$ cat config.mk
export PLATFORM = sky130hd
export DESIGN_NAME = combinator_language_lexer_top_flat
export DESIGN_NICKNAME = d
export VERILOG_FILES = /design/src/rtl/clx_pkg.sv /design/src/rtl/clx_byte_if.sv /design/src/rtl/clx_tok_if.sv /design/src/rtl/clx_core.sv /design/src/rtl/clx_fifo.sv /design/src/rtl/combinator_language_lexer_top.sv /design/src/flat_wrapper.sv
export SDC_FILE = /design/constraint.sdc
export NUM_CORES = 1
export LEC_CHECK = 0
export BUFFER_PORTS_ARGS = -buffer_cell sky130_fd_sc_hd__buf_2
export CORE_ASPECT_RATIO = 1.4
export CORE_MARGIN = 5
export CORE_UTILIZATION = 57
export CTS_CLUSTER_DIAMETER = 200
export DETAILED_ROUTE_END_ITERATION = 12
export PLACE_DENSITY = 0.88
export SYNTH_ARGS = -nofsm -noshare
export SYNTH_HDL_FRONTEND = slang
export SYNTH_SLANG_ARGS = --single-unit
$ cat constraint.sdc
create_clock -name clk -period 4.5 [get_ports clk]
set_input_delay 0 -clock clk [delete_from_list [all_inputs] [get_ports clk]]
set_output_delay 0 -clock clk [all_outputs]
set_load 0.02 [all_outputs]
$ cat src/rtl/clx_pkg.sv
package clx_pkg;

	localparam int POS_BITS_DEF = 24;

	localparam int QDEPTH    = 8;
	localparam int QPTR_BITS = $clog2(QDEPTH);
	localparam int QCNT_BITS = $clog2(QDEPTH + 1);

	localparam logic [3:0] TOK_EOF   = 4'd0;
	localparam logic [3:0] TOK_OPEN  = 4'd1;
	localparam logic [3:0] TOK_CLOSE = 4'd2;
	localparam logic [3:0] TOK_STMT  = 4'd3;
	localparam logic [3:0] TOK_VAR   = 4'd4;
	localparam logic [3:0] TOK_ANY   = 4'd5;
	localparam logic [3:0] TOK_ARITY = 4'd6;
	localparam logic [3:0] TOK_NAME  = 4'd7;
	localparam logic [3:0] TOK_EQUAL = 4'd8;
	localparam logic [3:0] TOK_NUM   = 4'd9;
	localparam logic [3:0] TOK_ERR   = 4'd10;

	localparam logic [2:0] ERR_NONE    = 3'd0;
	localparam logic [2:0] ERR_VAR_ALN = 3'd1;
	localparam logic [2:0] ERR_ANY_ALN = 3'd2;
	localparam logic [2:0] ERR_BANG    = 3'd3;
	localparam logic [2:0] ERR_UNKNOWN = 3'd4;

	localparam logic [7:0] CH_NUL   = 8'h00;
	localparam logic [7:0] CH_LPAR  = 8'h28;
	localparam logic [7:0] CH_RPAR  = 8'h29;
	localparam logic [7:0] CH_SEMI  = 8'h3b;
	localparam logic [7:0] CH_UNDER = 8'h5f;
	localparam logic [7:0] CH_EQ    = 8'h3d;
	localparam logic [7:0] CH_BANG  = 8'h21;
	localparam logic [7:0] CH_SLASH = 8'h2f;
	localparam logic [7:0] CH_PLUS  = 8'h2b;
	localparam logic [7:0] CH_MINUS = 8'h2d;
	localparam logic [7:0] CH_STAR  = 8'h2a;
	localparam logic [7:0] CH_LT    = 8'h3c;
	localparam logic [7:0] CH_GT    = 8'h3e;
	localparam logic [7:0] CH_SPACE = 8'h20;

	typedef struct packed {
		logic [3:0]  kind;
		logic [23:0] start;
		logic [23:0] length;
		logic [2:0]  err;
		logic        last;
	} clx_tok_t;

	typedef struct packed {
		logic [1:0] n;
		clx_tok_t   t0;
		clx_tok_t   t1;
	} clx_push_t;

endpackage

$ cat src/rtl/clx_byte_if.sv
interface clx_byte_if;
	logic       valid;
	logic       ready;
	logic [7:0] char_byte;

	modport source (output valid, output char_byte, input ready);
	modport sink (input valid, input char_byte, output ready);
endinterface

$ cat src/rtl/clx_tok_if.sv
interface clx_tok_if;
	logic        valid;
	logic        ready;
	logic [3:0]  token_kind;
	logic [23:0] token_start;
	logic [23:0] token_length;
	logic [2:0]  error_kind;
	logic        last_of_run;

	modport source (output valid, output token_kind, output token_start, output token_length,
		output error_kind, output last_of_run, input ready);
	modport sink (input valid, input token_kind, input token_start, input token_length,
		input error_kind, input last_of_run, output ready);
endinterface

$ cat src/rtl/clx_core.sv
module clx_core import clx_pkg::*; #(
	parameter int POS_BITS = POS_BITS_DEF
) (
	input  logic                 clk,
	input  logic                 arst_n,
	input  logic                 in_valid,
	input  logic [7:0]           char_byte,
	output logic                 in_ready,
	input  logic [QCNT_BITS-1:0] q_count,
	output clx_push_t            push
);

	typedef enum logic [3:0] {
		M_IDLE, M_VAR, M_ANY, M_SLASH, M_EQ, M_CMP, M_BANG, M_NAME, M_NUM, M_ERR
	} mode_t;

	mode_t               mode_q, mode_d, f_mode;
	logic [POS_BITS-1:0] start_q, start_d, pos_q, pos_d;
	logic                valid_s1;
	logic [7:0]          byte_s1;

	logic        is_dig, is_up, is_low, is_aln, is_sp;
	logic [31:0] pos_w, start_w, diff_w;
	logic        f_emit, use_f, t0_v;
	logic [3:0]  f_kind;
	logic [2:0]  f_err;
	clx_tok_t    f_tok, t0;

	assign in_ready = valid_s1 ? (q_count <= QCNT_BITS'(QDEPTH - 4))
		: (q_count <= QCNT_BITS'(QDEPTH - 2));

	assign is_dig = (byte_s1 >= 8'h30) && (byte_s1 <= 8'h39);
	assign is_up  = (byte_s1 >= 8'h41) && (byte_s1 <= 8'h5a);
	assign is_low = (byte_s1 >= 8'h61) && (byte_s1 <= 8'h7a);
	assign is_aln = is_dig || is_up || is_low;
	assign is_sp  = (byte_s1 == CH_SPACE) || ((byte_s1 >= 8'h09) && (byte_s1 <= 8'h0d));

	assign pos_w   = 32'(pos_q);
	assign start_w = 32'(start_q);
	assign diff_w  = 32'(pos_q - start_q);

	always_comb begin
		f_emit = 1'b1;
		f_err  = ERR_NONE;
		f_mode = M_IDLE;
		f_kind = TOK_NAME;
		if (byte_s1 == CH_NUL) begin
			f_kind = TOK_EOF;
		end else if (is_sp) begin
			f_emit = 1'b0;
		end else if (byte_s1 == CH_LPAR) begin
			f_kind = TOK_OPEN;
		end else if (byte_s1 == CH_RPAR) begin
			f_kind = TOK_CLOSE;
		end else if (byte_s1 == CH_SEMI) begin
			f_kind = TOK_STMT;
		end else if (byte_s1 == CH_PLUS || byte_s1 == CH_MINUS || byte_s1 == CH_STAR) begin
			f_kind = TOK_NAME;
		end else if (is_low) begin
			f_emit = 1'b0;
			f_mode = M_VAR;
		end else if (byte_s1 == CH_UNDER) begin
			f_emit = 1'b0;
			f_mode = M_ANY;
		end else if (byte_s1 == CH_SLASH) begin
			f_emit = 1'b0;
			f_mode = M_SLASH;
		end else if (byte_s1 == CH_EQ) begin
			f_emit = 1'b0;
			f_mode = M_EQ;
		end else if (byte_s1 == CH_LT || byte_s1 == CH_GT) begin
			f_emit = 1'b0;
			f_mode = M_CMP;
		end else if (byte_s1 == CH_BANG) begin
			f_emit = 1'b0;
			f_mode = M_BANG;
		end else if (is_up) begin
			f_emit = 1'b0;
			f_mode = M_NAME;
		end else if (is_dig) begin
			f_emit = 1'b0;
			f_mode = M_NUM;
		end else begin
			f_kind = TOK_ERR;
			f_err  = ERR_UNKNOWN;
			f_mode = M_ERR;
		end
		f_tok.kind   = f_kind;
		f_tok.start  = pos_w[23:0];
		f_tok.length = (f_kind == TOK_ERR) ? 24'd0 : 24'd1;
		f_tok.err    = f_err;
		f_tok.last   = 1'b0;
	end

	always_comb begin
		t0        = '0;
		t0.start  = start_w[23:0];
		t0.length = 24'd1;
		t0_v      = 1'b0;
		use_f     = 1'b0;
		mode_d    = mode_q;
		case (mode_q)
			M_VAR, M_ANY: begin
				t0_v = 1'b1;
				if (is_aln) begin
					t0.kind   = TOK_ERR;
					t0.start  = pos_w[23:0];
					t0.length = 24'd0;
					t0.err    = (mode_q == M_VAR) ? ERR_VAR_ALN : ERR_ANY_ALN;
					mode_d    = M_ERR;
				end else begin
					t0.kind = (mode_q == M_VAR) ? TOK_VAR : TOK_ANY;
					use_f   = 1'b1;
				end
			end
			M_SLASH: begin
				t0_v    = 1'b1;
				t0.kind = is_dig ? TOK_ARITY : TOK_NAME;
				use_f   = 1'b1;
			end
			M_EQ, M_CMP: begin
				t0_v = 1'b1;
				if (byte_s1 == CH_EQ) begin
					t0.kind   = TOK_NAME;
					t0.length = 24'd2;
					mode_d    = M_IDLE;
				end else begin
					t0.kind = (mode_q == M_EQ) ? TOK_EQUAL : TOK_NAME;
					use_f   = 1'b1;
				end
			end
			M_BANG: begin
				t0_v = 1'b1;
				if (byte_s1 == CH_EQ) begin
					t0.kind   = TOK_NAME;
					t0.length = 24'd2;
					mode_d    = M_IDLE;
				end else begin
					t0.kind   = TOK_ERR;
					t0.length = 24'd0;
					t0.err    = ERR_BANG;
					mode_d    = M_ERR;
					use_f     = (byte_s1 == CH_NUL);
				end
			end
			M_NAME: begin
				if (!(is_aln || byte_s1 == CH_UNDER)) begin
					t0_v      = 1'b1;
					t0.kind   = TOK_NAME;
					t0.length = diff_w[23:0];
					use_f     = 1'b1;
				end
			end
			M_NUM: begin
				if (!is_dig) begin
					t0_v      = 1'b1;
					t0.kind   = TOK_NUM;
					t0.length = diff_w[23:0];
					use_f     = 1'b1;
				end
			end
			M_ERR: begin
				use_f = (byte_s1 == CH_NUL);
			end
			default: begin
				use_f = 1'b1;
			end
		endcase

		start_d = start_q;
		if (use_f) begin
			mode_d  = f_mode;
			start_d = pos_q;
		end
		if (byte_s1 == CH_NUL) begin
			mode_d  = M_IDLE;
			start_d = '0;
			pos_d   = '0;
		end else if (pos_q != '1) begin
			pos_d = pos_q + POS_BITS'(1);
		end else begin
			pos_d = pos_q;
		end
	end

	always_comb begin
		push    = '0;
		push.t0 = t0;
		push.t1 = f_tok;
		if (t0_v) begin
			if (use_f && f_emit) begin
				push.n       = 2'd2;
				push.t1.last = 1'b1;
			end else begin
				push.n       = 2'd1;
				push.t0.last = 1'b1;
			end
		end else if (use_f && f_emit) begin
			push.n       = 2'd1;
			push.t0      = f_tok;
			push.t0.last = 1'b1;
		end
		if (!valid_s1) begin
			push.n = 2'd0;
		end
	end

	always_ff @(posedge clk or negedge arst_n) begin
		if (!arst_n) begin
			valid_s1 <= 1'b0;
			mode_q   <= M_IDLE;
			start_q  <= '0;
			pos_q    <= '0;
		end else begin
			valid_s1 <= in_valid && in_ready;
			if (valid_s1) begin
				mode_q  <= mode_d;
				start_q <= start_d;
				pos_q   <= pos_d;
			end
		end
	end

	always_ff @(posedge clk) begin
		if (in_valid && in_ready) begin
			byte_s1 <= char_byte;
		end
	end

endmodule

$ cat src/rtl/clx_fifo.sv
module clx_fifo import clx_pkg::*; (
	input  logic                 clk,
	input  logic                 arst_n,
	input  clx_push_t            push,
	input  logic                 pop,
	output clx_tok_t             head,
	output logic                 not_empty,
	output logic [QCNT_BITS-1:0] count
);

	clx_tok_t             mem [QDEPTH];
	logic [QPTR_BITS-1:0] wr_q, rd_q;
	logic [QCNT_BITS-1:0] cnt_q;

	assign head      = mem[rd_q];
	assign not_empty = (cnt_q != '0);
	assign count     = cnt_q;

	always_ff @(posedge clk) begin
		if (push.n != 2'd0) begin
			mem[wr_q] <= push.t0;
		end
		if (push.n == 2'd2) begin
			mem[wr_q + QPTR_BITS'(1)] <= push.t1;
		end
	end

	always_ff @(posedge clk or negedge arst_n) begin
		if (!arst_n) begin
			wr_q  <= '0;
			rd_q  <= '0;
			cnt_q <= '0;
		end else begin
			wr_q  <= wr_q + QPTR_BITS'(push.n);
			if (pop) begin
				rd_q <= rd_q + QPTR_BITS'(1);
			end
			cnt_q <= cnt_q + QCNT_BITS'(push.n) - QCNT_BITS'(pop);
		end
	end

endmodule

$ cat src/rtl/combinator_language_lexer_top.sv
// Channel   Role     Payload
// text      sink     char_byte (8)
// tokens    source   token_kind (4), token_start (24), token_length (24), error_kind (3),
//                    last_of_run (1)
//
// One byte is accepted per cycle; it is registered, decoded against the lexer mode in the
// next cycle and its zero, one or two tokens are written into an eight-entry result queue.
// A token leaves the queue at most one per cycle, so the two tokens of a byte leave it in
// turn. Bytes are accepted while the queue has room for the tokens in flight.
// The asynchronous reset empties the queue and returns the lexer to idle at offset zero.
module combinator_language_lexer_top import clx_pkg::*; #(
	parameter int POS_BITS = POS_BITS_DEF
) (
	input logic       clk,
	input logic       arst_n,
	clx_byte_if.sink  text,
	clx_tok_if.source tokens
);

	clx_push_t            push;
	clx_tok_t             head;
	logic                 not_empty;
	logic [QCNT_BITS-1:0] q_count;

	clx_core #(.POS_BITS(POS_BITS)) u_core (
		.clk       (clk),
		.arst_n    (arst_n),
		.in_valid  (text.valid),
		.char_byte (text.char_byte),
		.in_ready  (text.ready),
		.q_count   (q_count),
		.push      (push)
	);

	clx_fifo u_fifo (
		.clk       (clk),
		.arst_n    (arst_n),
		.push      (push),
		.pop       (tokens.valid && tokens.ready),
		.head      (head),
		.not_empty (not_empty),
		.count     (q_count)
	);

	assign tokens.valid        = not_empty;
	assign tokens.token_kind   = head.kind;
	assign tokens.token_start  = head.start;
	assign tokens.token_length = head.length;
	assign tokens.error_kind   = head.err;
	assign tokens.last_of_run  = head.last;

endmodule

$ cat src/flat_wrapper.sv
// flat-port wrapper written by rule: the top's interface ports become plain ports
module combinator_language_lexer_top_flat import clx_pkg::*;
#(
	parameter int POS_BITS = POS_BITS_DEF
)
  (clk, arst_n, text_valid, text_char_byte, text_ready, tokens_valid, tokens_token_kind, tokens_token_start, tokens_token_length, tokens_error_kind, tokens_last_of_run, tokens_ready);
  clx_byte_if text_i ();
  clx_tok_if tokens_i ();
  input logic clk;
  input logic arst_n;
  input wire logic [$bits(text_i.valid)-1:0] text_valid;
  input wire logic [$bits(text_i.char_byte)-1:0] text_char_byte;
  output wire logic [$bits(text_i.ready)-1:0] text_ready;
  output wire logic [$bits(tokens_i.valid)-1:0] tokens_valid;
  output wire logic [$bits(tokens_i.token_kind)-1:0] tokens_token_kind;
  output wire logic [$bits(tokens_i.token_start)-1:0] tokens_token_start;
  output wire logic [$bits(tokens_i.token_length)-1:0] tokens_token_length;
  output wire logic [$bits(tokens_i.error_kind)-1:0] tokens_error_kind;
  output wire logic [$bits(tokens_i.last_of_run)-1:0] tokens_last_of_run;
  input wire logic [$bits(tokens_i.ready)-1:0] tokens_ready;
  assign text_i.valid = text_valid;
  assign text_i.char_byte = text_char_byte;
  assign text_ready = text_i.ready;
  assign tokens_valid = tokens_i.valid;
  assign tokens_token_kind = tokens_i.token_kind;
  assign tokens_token_start = tokens_i.token_start;
  assign tokens_token_length = tokens_i.token_length;
  assign tokens_error_kind = tokens_i.error_kind;
  assign tokens_last_of_run = tokens_i.last_of_run;
  assign tokens_i.ready = tokens_ready;
  combinator_language_lexer_top #(.POS_BITS(POS_BITS)) u_core (.clk(clk), .arst_n(arst_n), .text(text_i), .tokens(tokens_i));
endmodule
; Yosys cells after proc, flatten, opt, wreduce, memory -nomap -nowiden
; Memory sizes are Yosys's and may differ from the RTL's.
; Index checks and enable logic that the tools add are counted.
[word_totals]
mem_bits_rw = 448
memories = 1
inputBits = 12
regBits = 71
elab_cells = 184
[memory_table]
columns = memory, words, word_bits, read_ports, rd_clocked_by_memory_dff, wr, line_no
row1 = u_core.u_fifo.mem, 8, 56, 1, 0, 2, clx_fifo.sv:11  ; clx_tok_t mem [QDEPTH];
[classes]
n_reduce_logical = 26
eq_ne = 27
magnitude_cmp = 10
n_mux = 105
n_addsub = 7
[ops]
columns = operator, n
row1 = 24-bit 2-to-1 mux, 7
row2 = 4-bit 2-to-1 mux, 36
row3 = 24-bit case mux with 5 select lines, 1
row4 = "8-bit by 6-bit equality test with 1-bit output, second input constant", 12
row5 = 57-bit 2-to-1 mux, 1
row6 = 55-bit 2-to-1 mux, 1
row7 = 51-bit 2-to-1 mux, 1
row8 = 3-bit 2-to-1 mux, 15
row9 = 1-bit 2-to-1 mux, 31
row10 = "24-bit by 1-bit adder with 24-bit output, second input constant", 1
row11 = "24-bit != test, second input constant", 1
row12 = 4-bit case mux with 6 select lines, 1
row13 = 24-bit subtractor, 1
row14 = "4-bit by 3-bit equality test with 1-bit output, second input constant", 4
row15 = "8-bit by 7-bit >= comparator with 1-bit output, second input constant", 2
row16 = "8-bit by 7-bit less-or-equal comparator with 1-bit output, second input constant", 2
row17 = 2-bit 2-to-1 mux, 7
row18 = "4-bit equality test, second input constant", 3
row19 = 4-bit case mux with 3 select lines, 1
row20 = "4-bit by 2-bit equality test with 1-bit output, second input constant", 2
row21 = "8-bit by 7-bit equality test with 1-bit output, second input constant", 1
row22 = "8-bit by 4-bit >= comparator with 1-bit output, second input constant", 1
row23 = "8-bit by 6-bit >= comparator with 1-bit output, second input constant", 1
row24 = "4-bit by 3-bit less-or-equal comparator with 1-bit output, second input constant", 2
row25 = 22 further kinds, 40

; Depth between registers and ports, before layout
[logic_depth]
depth_word = 24
depth_mapped = 18

; By module
; Synthesis repeated with hierarchy kept, for this count alone.
[unflattened]
cells_unflattened = 1897
hier_area_um2 = 28503.6
[by_module_without_submodules]
columns = mod, area_per_inst_um2, instances, cells_per_inst
row1 = clx_fifo, 22934.5, 1, 1217
row2 = clx_core, 5562.8, 1, 679
row3 = combinator_language_lexer_top, 6.3, 1, 1

; Least setup slack after synthesis
; OpenSTA, ideal clock, no wires.
[synth_timing]
kind = flip-flop to flip-flop
start = register u_core.u_core.byte_s1[0]
end = memory u_core.u_fifo.mem[7][0] in the netlist's numbering (enable)
stages_incl_launch_ff = 18
setup_slack_ns = -0.028
required_time_ns = 4.103
path_buffers = 4
t_arrival_ns = 4.132
path_cell_list = edfxtp_1 > clkbuf_1 > nand4_1 > nor3_1 > nor2_1 > o21ai_0 > nand2_1 > nand2_1 > clkbuf_1 > o31ai_1 > ha_1 > o21ai_0 > nor2_1 > and3_1 > clkbuf_1 > nor2_1 > clkbuf_1 > inv_1
[synth_rtl]
columns = element, line_no
row1 = "start, declared", clx_core.sv:20  ; logic [7:0] byte_s1;
row2 = "start signal, assigned", clx_core.sv:226  ; byte_s1 <= char_byte;
row3 = "end, declared", clx_fifo.sv:11

==> impl_metrics.yaml <==
status:
  status: "complete, no violations"
global_route:
  use_met1_pct: 33.5
  grt_util_met3_pct: 4.26
  antenna_found_initial: 0
  met2_usage_pct: 50.1
  grt_pass1_wl_um: 109000
  track_usage_pct: 28.6
  overflow: 0
  first_global_vias: 19100
  grt.busiest_layer: "met2"
  grt_max_degree: 69
setup_path:
  critical-path-top-delay-family: "simple AND/OR/NAND/NOR gates"
  path_max_fanout: 12
  crit_top_cell: "nand2_1"
  critPathMaxStageDelay_ns: 0.85
  crit_cells: 13
  path_cells: "nor3b_2 -> nand3_1 -> nand2_1 -> or2_2 -> a21oi_2 -> nor3_2 -> nor2b_1 -> ha_1 -> o21ai_0 -> nor2_1 -> nand2_1 -> nor3_4 -> a22o_1"
  required_ns: 4.94
  crit_buf_inv: 0
  crit_slowest_cell: "nor3_4"
  worstSetupEndpointType: "flop"
  rr_worst_depth: 13
  cp.arrival_ns: 4.73
  critPathKind: "flop to flop"
  critPathLaunchType: "flop"
finish:
  area_delta_synth_final_pct: 12.0
  seq_area_mm2: 0.0133
  layout_common_cells: "a22o_1, edfxtp_1, dfxtp_1"
  multi_input_area_mm2: 0.0110
  final_nets: 2133
  mostFrequentLayoutCell: "a22o_1"
  layout-drive-gt1-share_pct: 22.5
  diodes: 0
  final_cell_count_no_fill: 2684
  utilization_pct: 64.2
  fillCellCount: 2974
clock_tree:
  cts_max_level: 2
  root_buffer: "clkbuf_16"
  clkTransAtPathRegs_ns: 0.06
  clock_path_buffers: 3
  clock-sinks: 519
  cts_inserted_buffers: 49
  cts_tree: "built"
  clock_latency_ns: 0.60
synthesis:
  async_flop_share_pct: 12.1
  synth_seq_cells: 519
  synth.distinct_cells: 76
  seq_area_frac_synth_pct: 52.8
  synth_nets: 2081
  yosysWarnings: 0
  synth_area_per_cell_um2: 12.4
  ys.flop_type: "edfxtp_1"
  synth_edf_count: 256
  synthCells: 2033
  syn-cell-area_mm2: 0.0251
detailed_routing:
  dr.pass1.iters: 8
  avgRoutedWirePerCell_um: 27.5
  via_per_inst: 7.12
  postRouteAntennaNets: 0
  route.detailed.drc: 0
  wirelength_um: 73800
  first_iter_violations: 2585
  num_vias: 19100
timing:
  fmax_mhz: 233
  hold_viol: 0
  finalCriticalPeriod_ns: 4.29
  setup_slack_ns: 0.214
  maxSlewViolCount: 0
  timing.hold.ws_ns: 0.154
  maxSlewHeadroom_pct: 12.3
  setup_viol: 0
  finalCritPeriodShare_pct: 95.2
  fin_skew_ns: 0.0304
  tightest_slew_ns: 1.32
floorplanning:
  num_rows: 91
  die_w_um: 187
  start_util_pct: 57.3
  io_pins: 70
  die_area_mm2: 0.0484
  die-height_um: 258
  coreArea_mm2: 0.0438
placed_design:
  dp_worst_setup_slack_ns: 0.0867
  buffer_ports.inserted: 69
  dp.cells: 2571
  hpwlAfterDp_um: 44800
  place_congestion: 0.955
pwr:
  p_leak_nw: 10.2
  cellPowerDensity_mw_per_mm2: 686
  vdd_drop_max_v: 0.000407
  totalPowerFinal_mw: 19.3
run:
  maxCapViolations: 0
worst_hold_path:
  holdPathStages: 2
  min_path_type: "input pin to flop"
logic make-up (layout without fill, tap and decap cells):
| family | after synthesis | count (layout) | share of synthesized area, % |
|---|---|---|---|
| compound gates | 615 | 617 | 18.9 |
| flops | 519 | 519 | 52.8 |
| simple gates | 421 | 424 | 8.10 |
| buf+inv | 231 | 319 | 4.21 |
| mux | 169 | 169 | 12.6 |
| xor+xnor | 41 | 41 | 1.43 |
| fa+ha+maj | 37 | 37 | 1.92 |
worst register-to-register path, cell delays in order, from the launching register on:
cell and delay, ns:
edfxtp_1 0.50, nor3b_2 0.47, nand3_1 0.17, nand2_1 0.14, or2_2 0.12, a21oi_2 0.10, nor3_2 0.34, nor2b_1 0.09
ha_1 0.30, o21ai_0 0.17, nor2_1 0.32, nand2_1 0.31, nor3_4 0.85, a22o_1 0.27
registers in the layout (all words and copies together) (netlist names), 3 cells and up:
register / count
u_core.u_fifo.rd_q: 3
u_core.u_core.mode_q: 4
u_core.u_fifo.mem: 448
u_core.u_core.byte_s1: 8
u_core.u_fifo.count: 4
u_core.u_core.start_q: 24
u_core.u_fifo.wr_q: 3
u_core.u_core.pos_q: 24
metal layers:
layer / vias up / share of wire [%]
met5: - / 0
li1: 7971 / -
met4: 0 / 6.8
met2: 1414 / 50
met1: 9375 / 33
met3: 362 / 10
synthesized netlist by cell type, drive strengths merged (22+ instances only):
master    n  area share [%]
a22o    345              12
edfxtp  256              31
dfxtp   200              16
nand2   179             2.7
clkbuf  126             1.9
o21ai   123             2.5
mux4    112              10
nor2    100             1.5
dfrtp    63             6.3
mux2     57             2.6
inv      54            0.81
buf      51             1.5
a21oi    42            0.85
o22ai    38            0.97
ha       33             1.6
nor3     28            0.96
nand3    27            0.59
xnor2    22            0.77
area by class of cell:
type / count / area share, %
Clock inverter: 23 / 0.849
Sequential cell: 519 / 47.2
Clock buffer: 69 / 5.14
Timing Repair Buffer: 173 / 4.59
Tap cell: 558 / 2.48
Inverter: 54 / 0.760
Multi-Input combinational cell: 1288 / 39.0
where the power goes:
| part | switching [mW] | internal, mW |
|---|---|---|
| combinational | 4.93 | 3.16 |
| clock | 1.84 | 2.43 |
| sequential | 0.947 | 6.00 |
| total | 7.71 | 11.6 |
path summary, 6_finish.rpt:
| check | from | endpoint | slack (ns) |
|---|---|---|---|
| worst max-delay path | u_core.u_core.byte_s1[7] | u_core.u_fifo.mem[0][28] | 0.21 |
| worst min-delay path | text_char_byte[5] | u_core.u_core.byte_s1[5] | 0.15 |
| worst max register to register | u_core.u_core.byte_s1[7] | u_core.u_fifo.mem[0][28] | 0.21 |
| worst min register to register | u_core.u_fifo.mem[3][27] | u_core.u_fifo.mem[3][27] | 0.45 |
| max in group asynchronous | arst_n | u_core.u_fifo.rd_q[0] | 3.63 |
| min in group asynchronous | arst_n | u_core.u_core.pos_q[7] | 0.20 |
timing repair:
| action | in CTS | in global routing |
|---|---|---|
| endpoints found under the hold margin | 84 | 0 |
| resized for setup | 0 | 14 |
| setup endpoints to repair | 0 | 359 |
| hold buffers | 11 | 0 |
| buffers inserted | 0 | 5 |
stage by stage:
step	setup TNS, ns	instance area [um2]
finish	0	28100
global route	-0.0222	28100
CTS	0	27900
detailed placement	0	26100
global placement	0	26100
floorplan	0	25100
(Power assumes the default switching activity.)
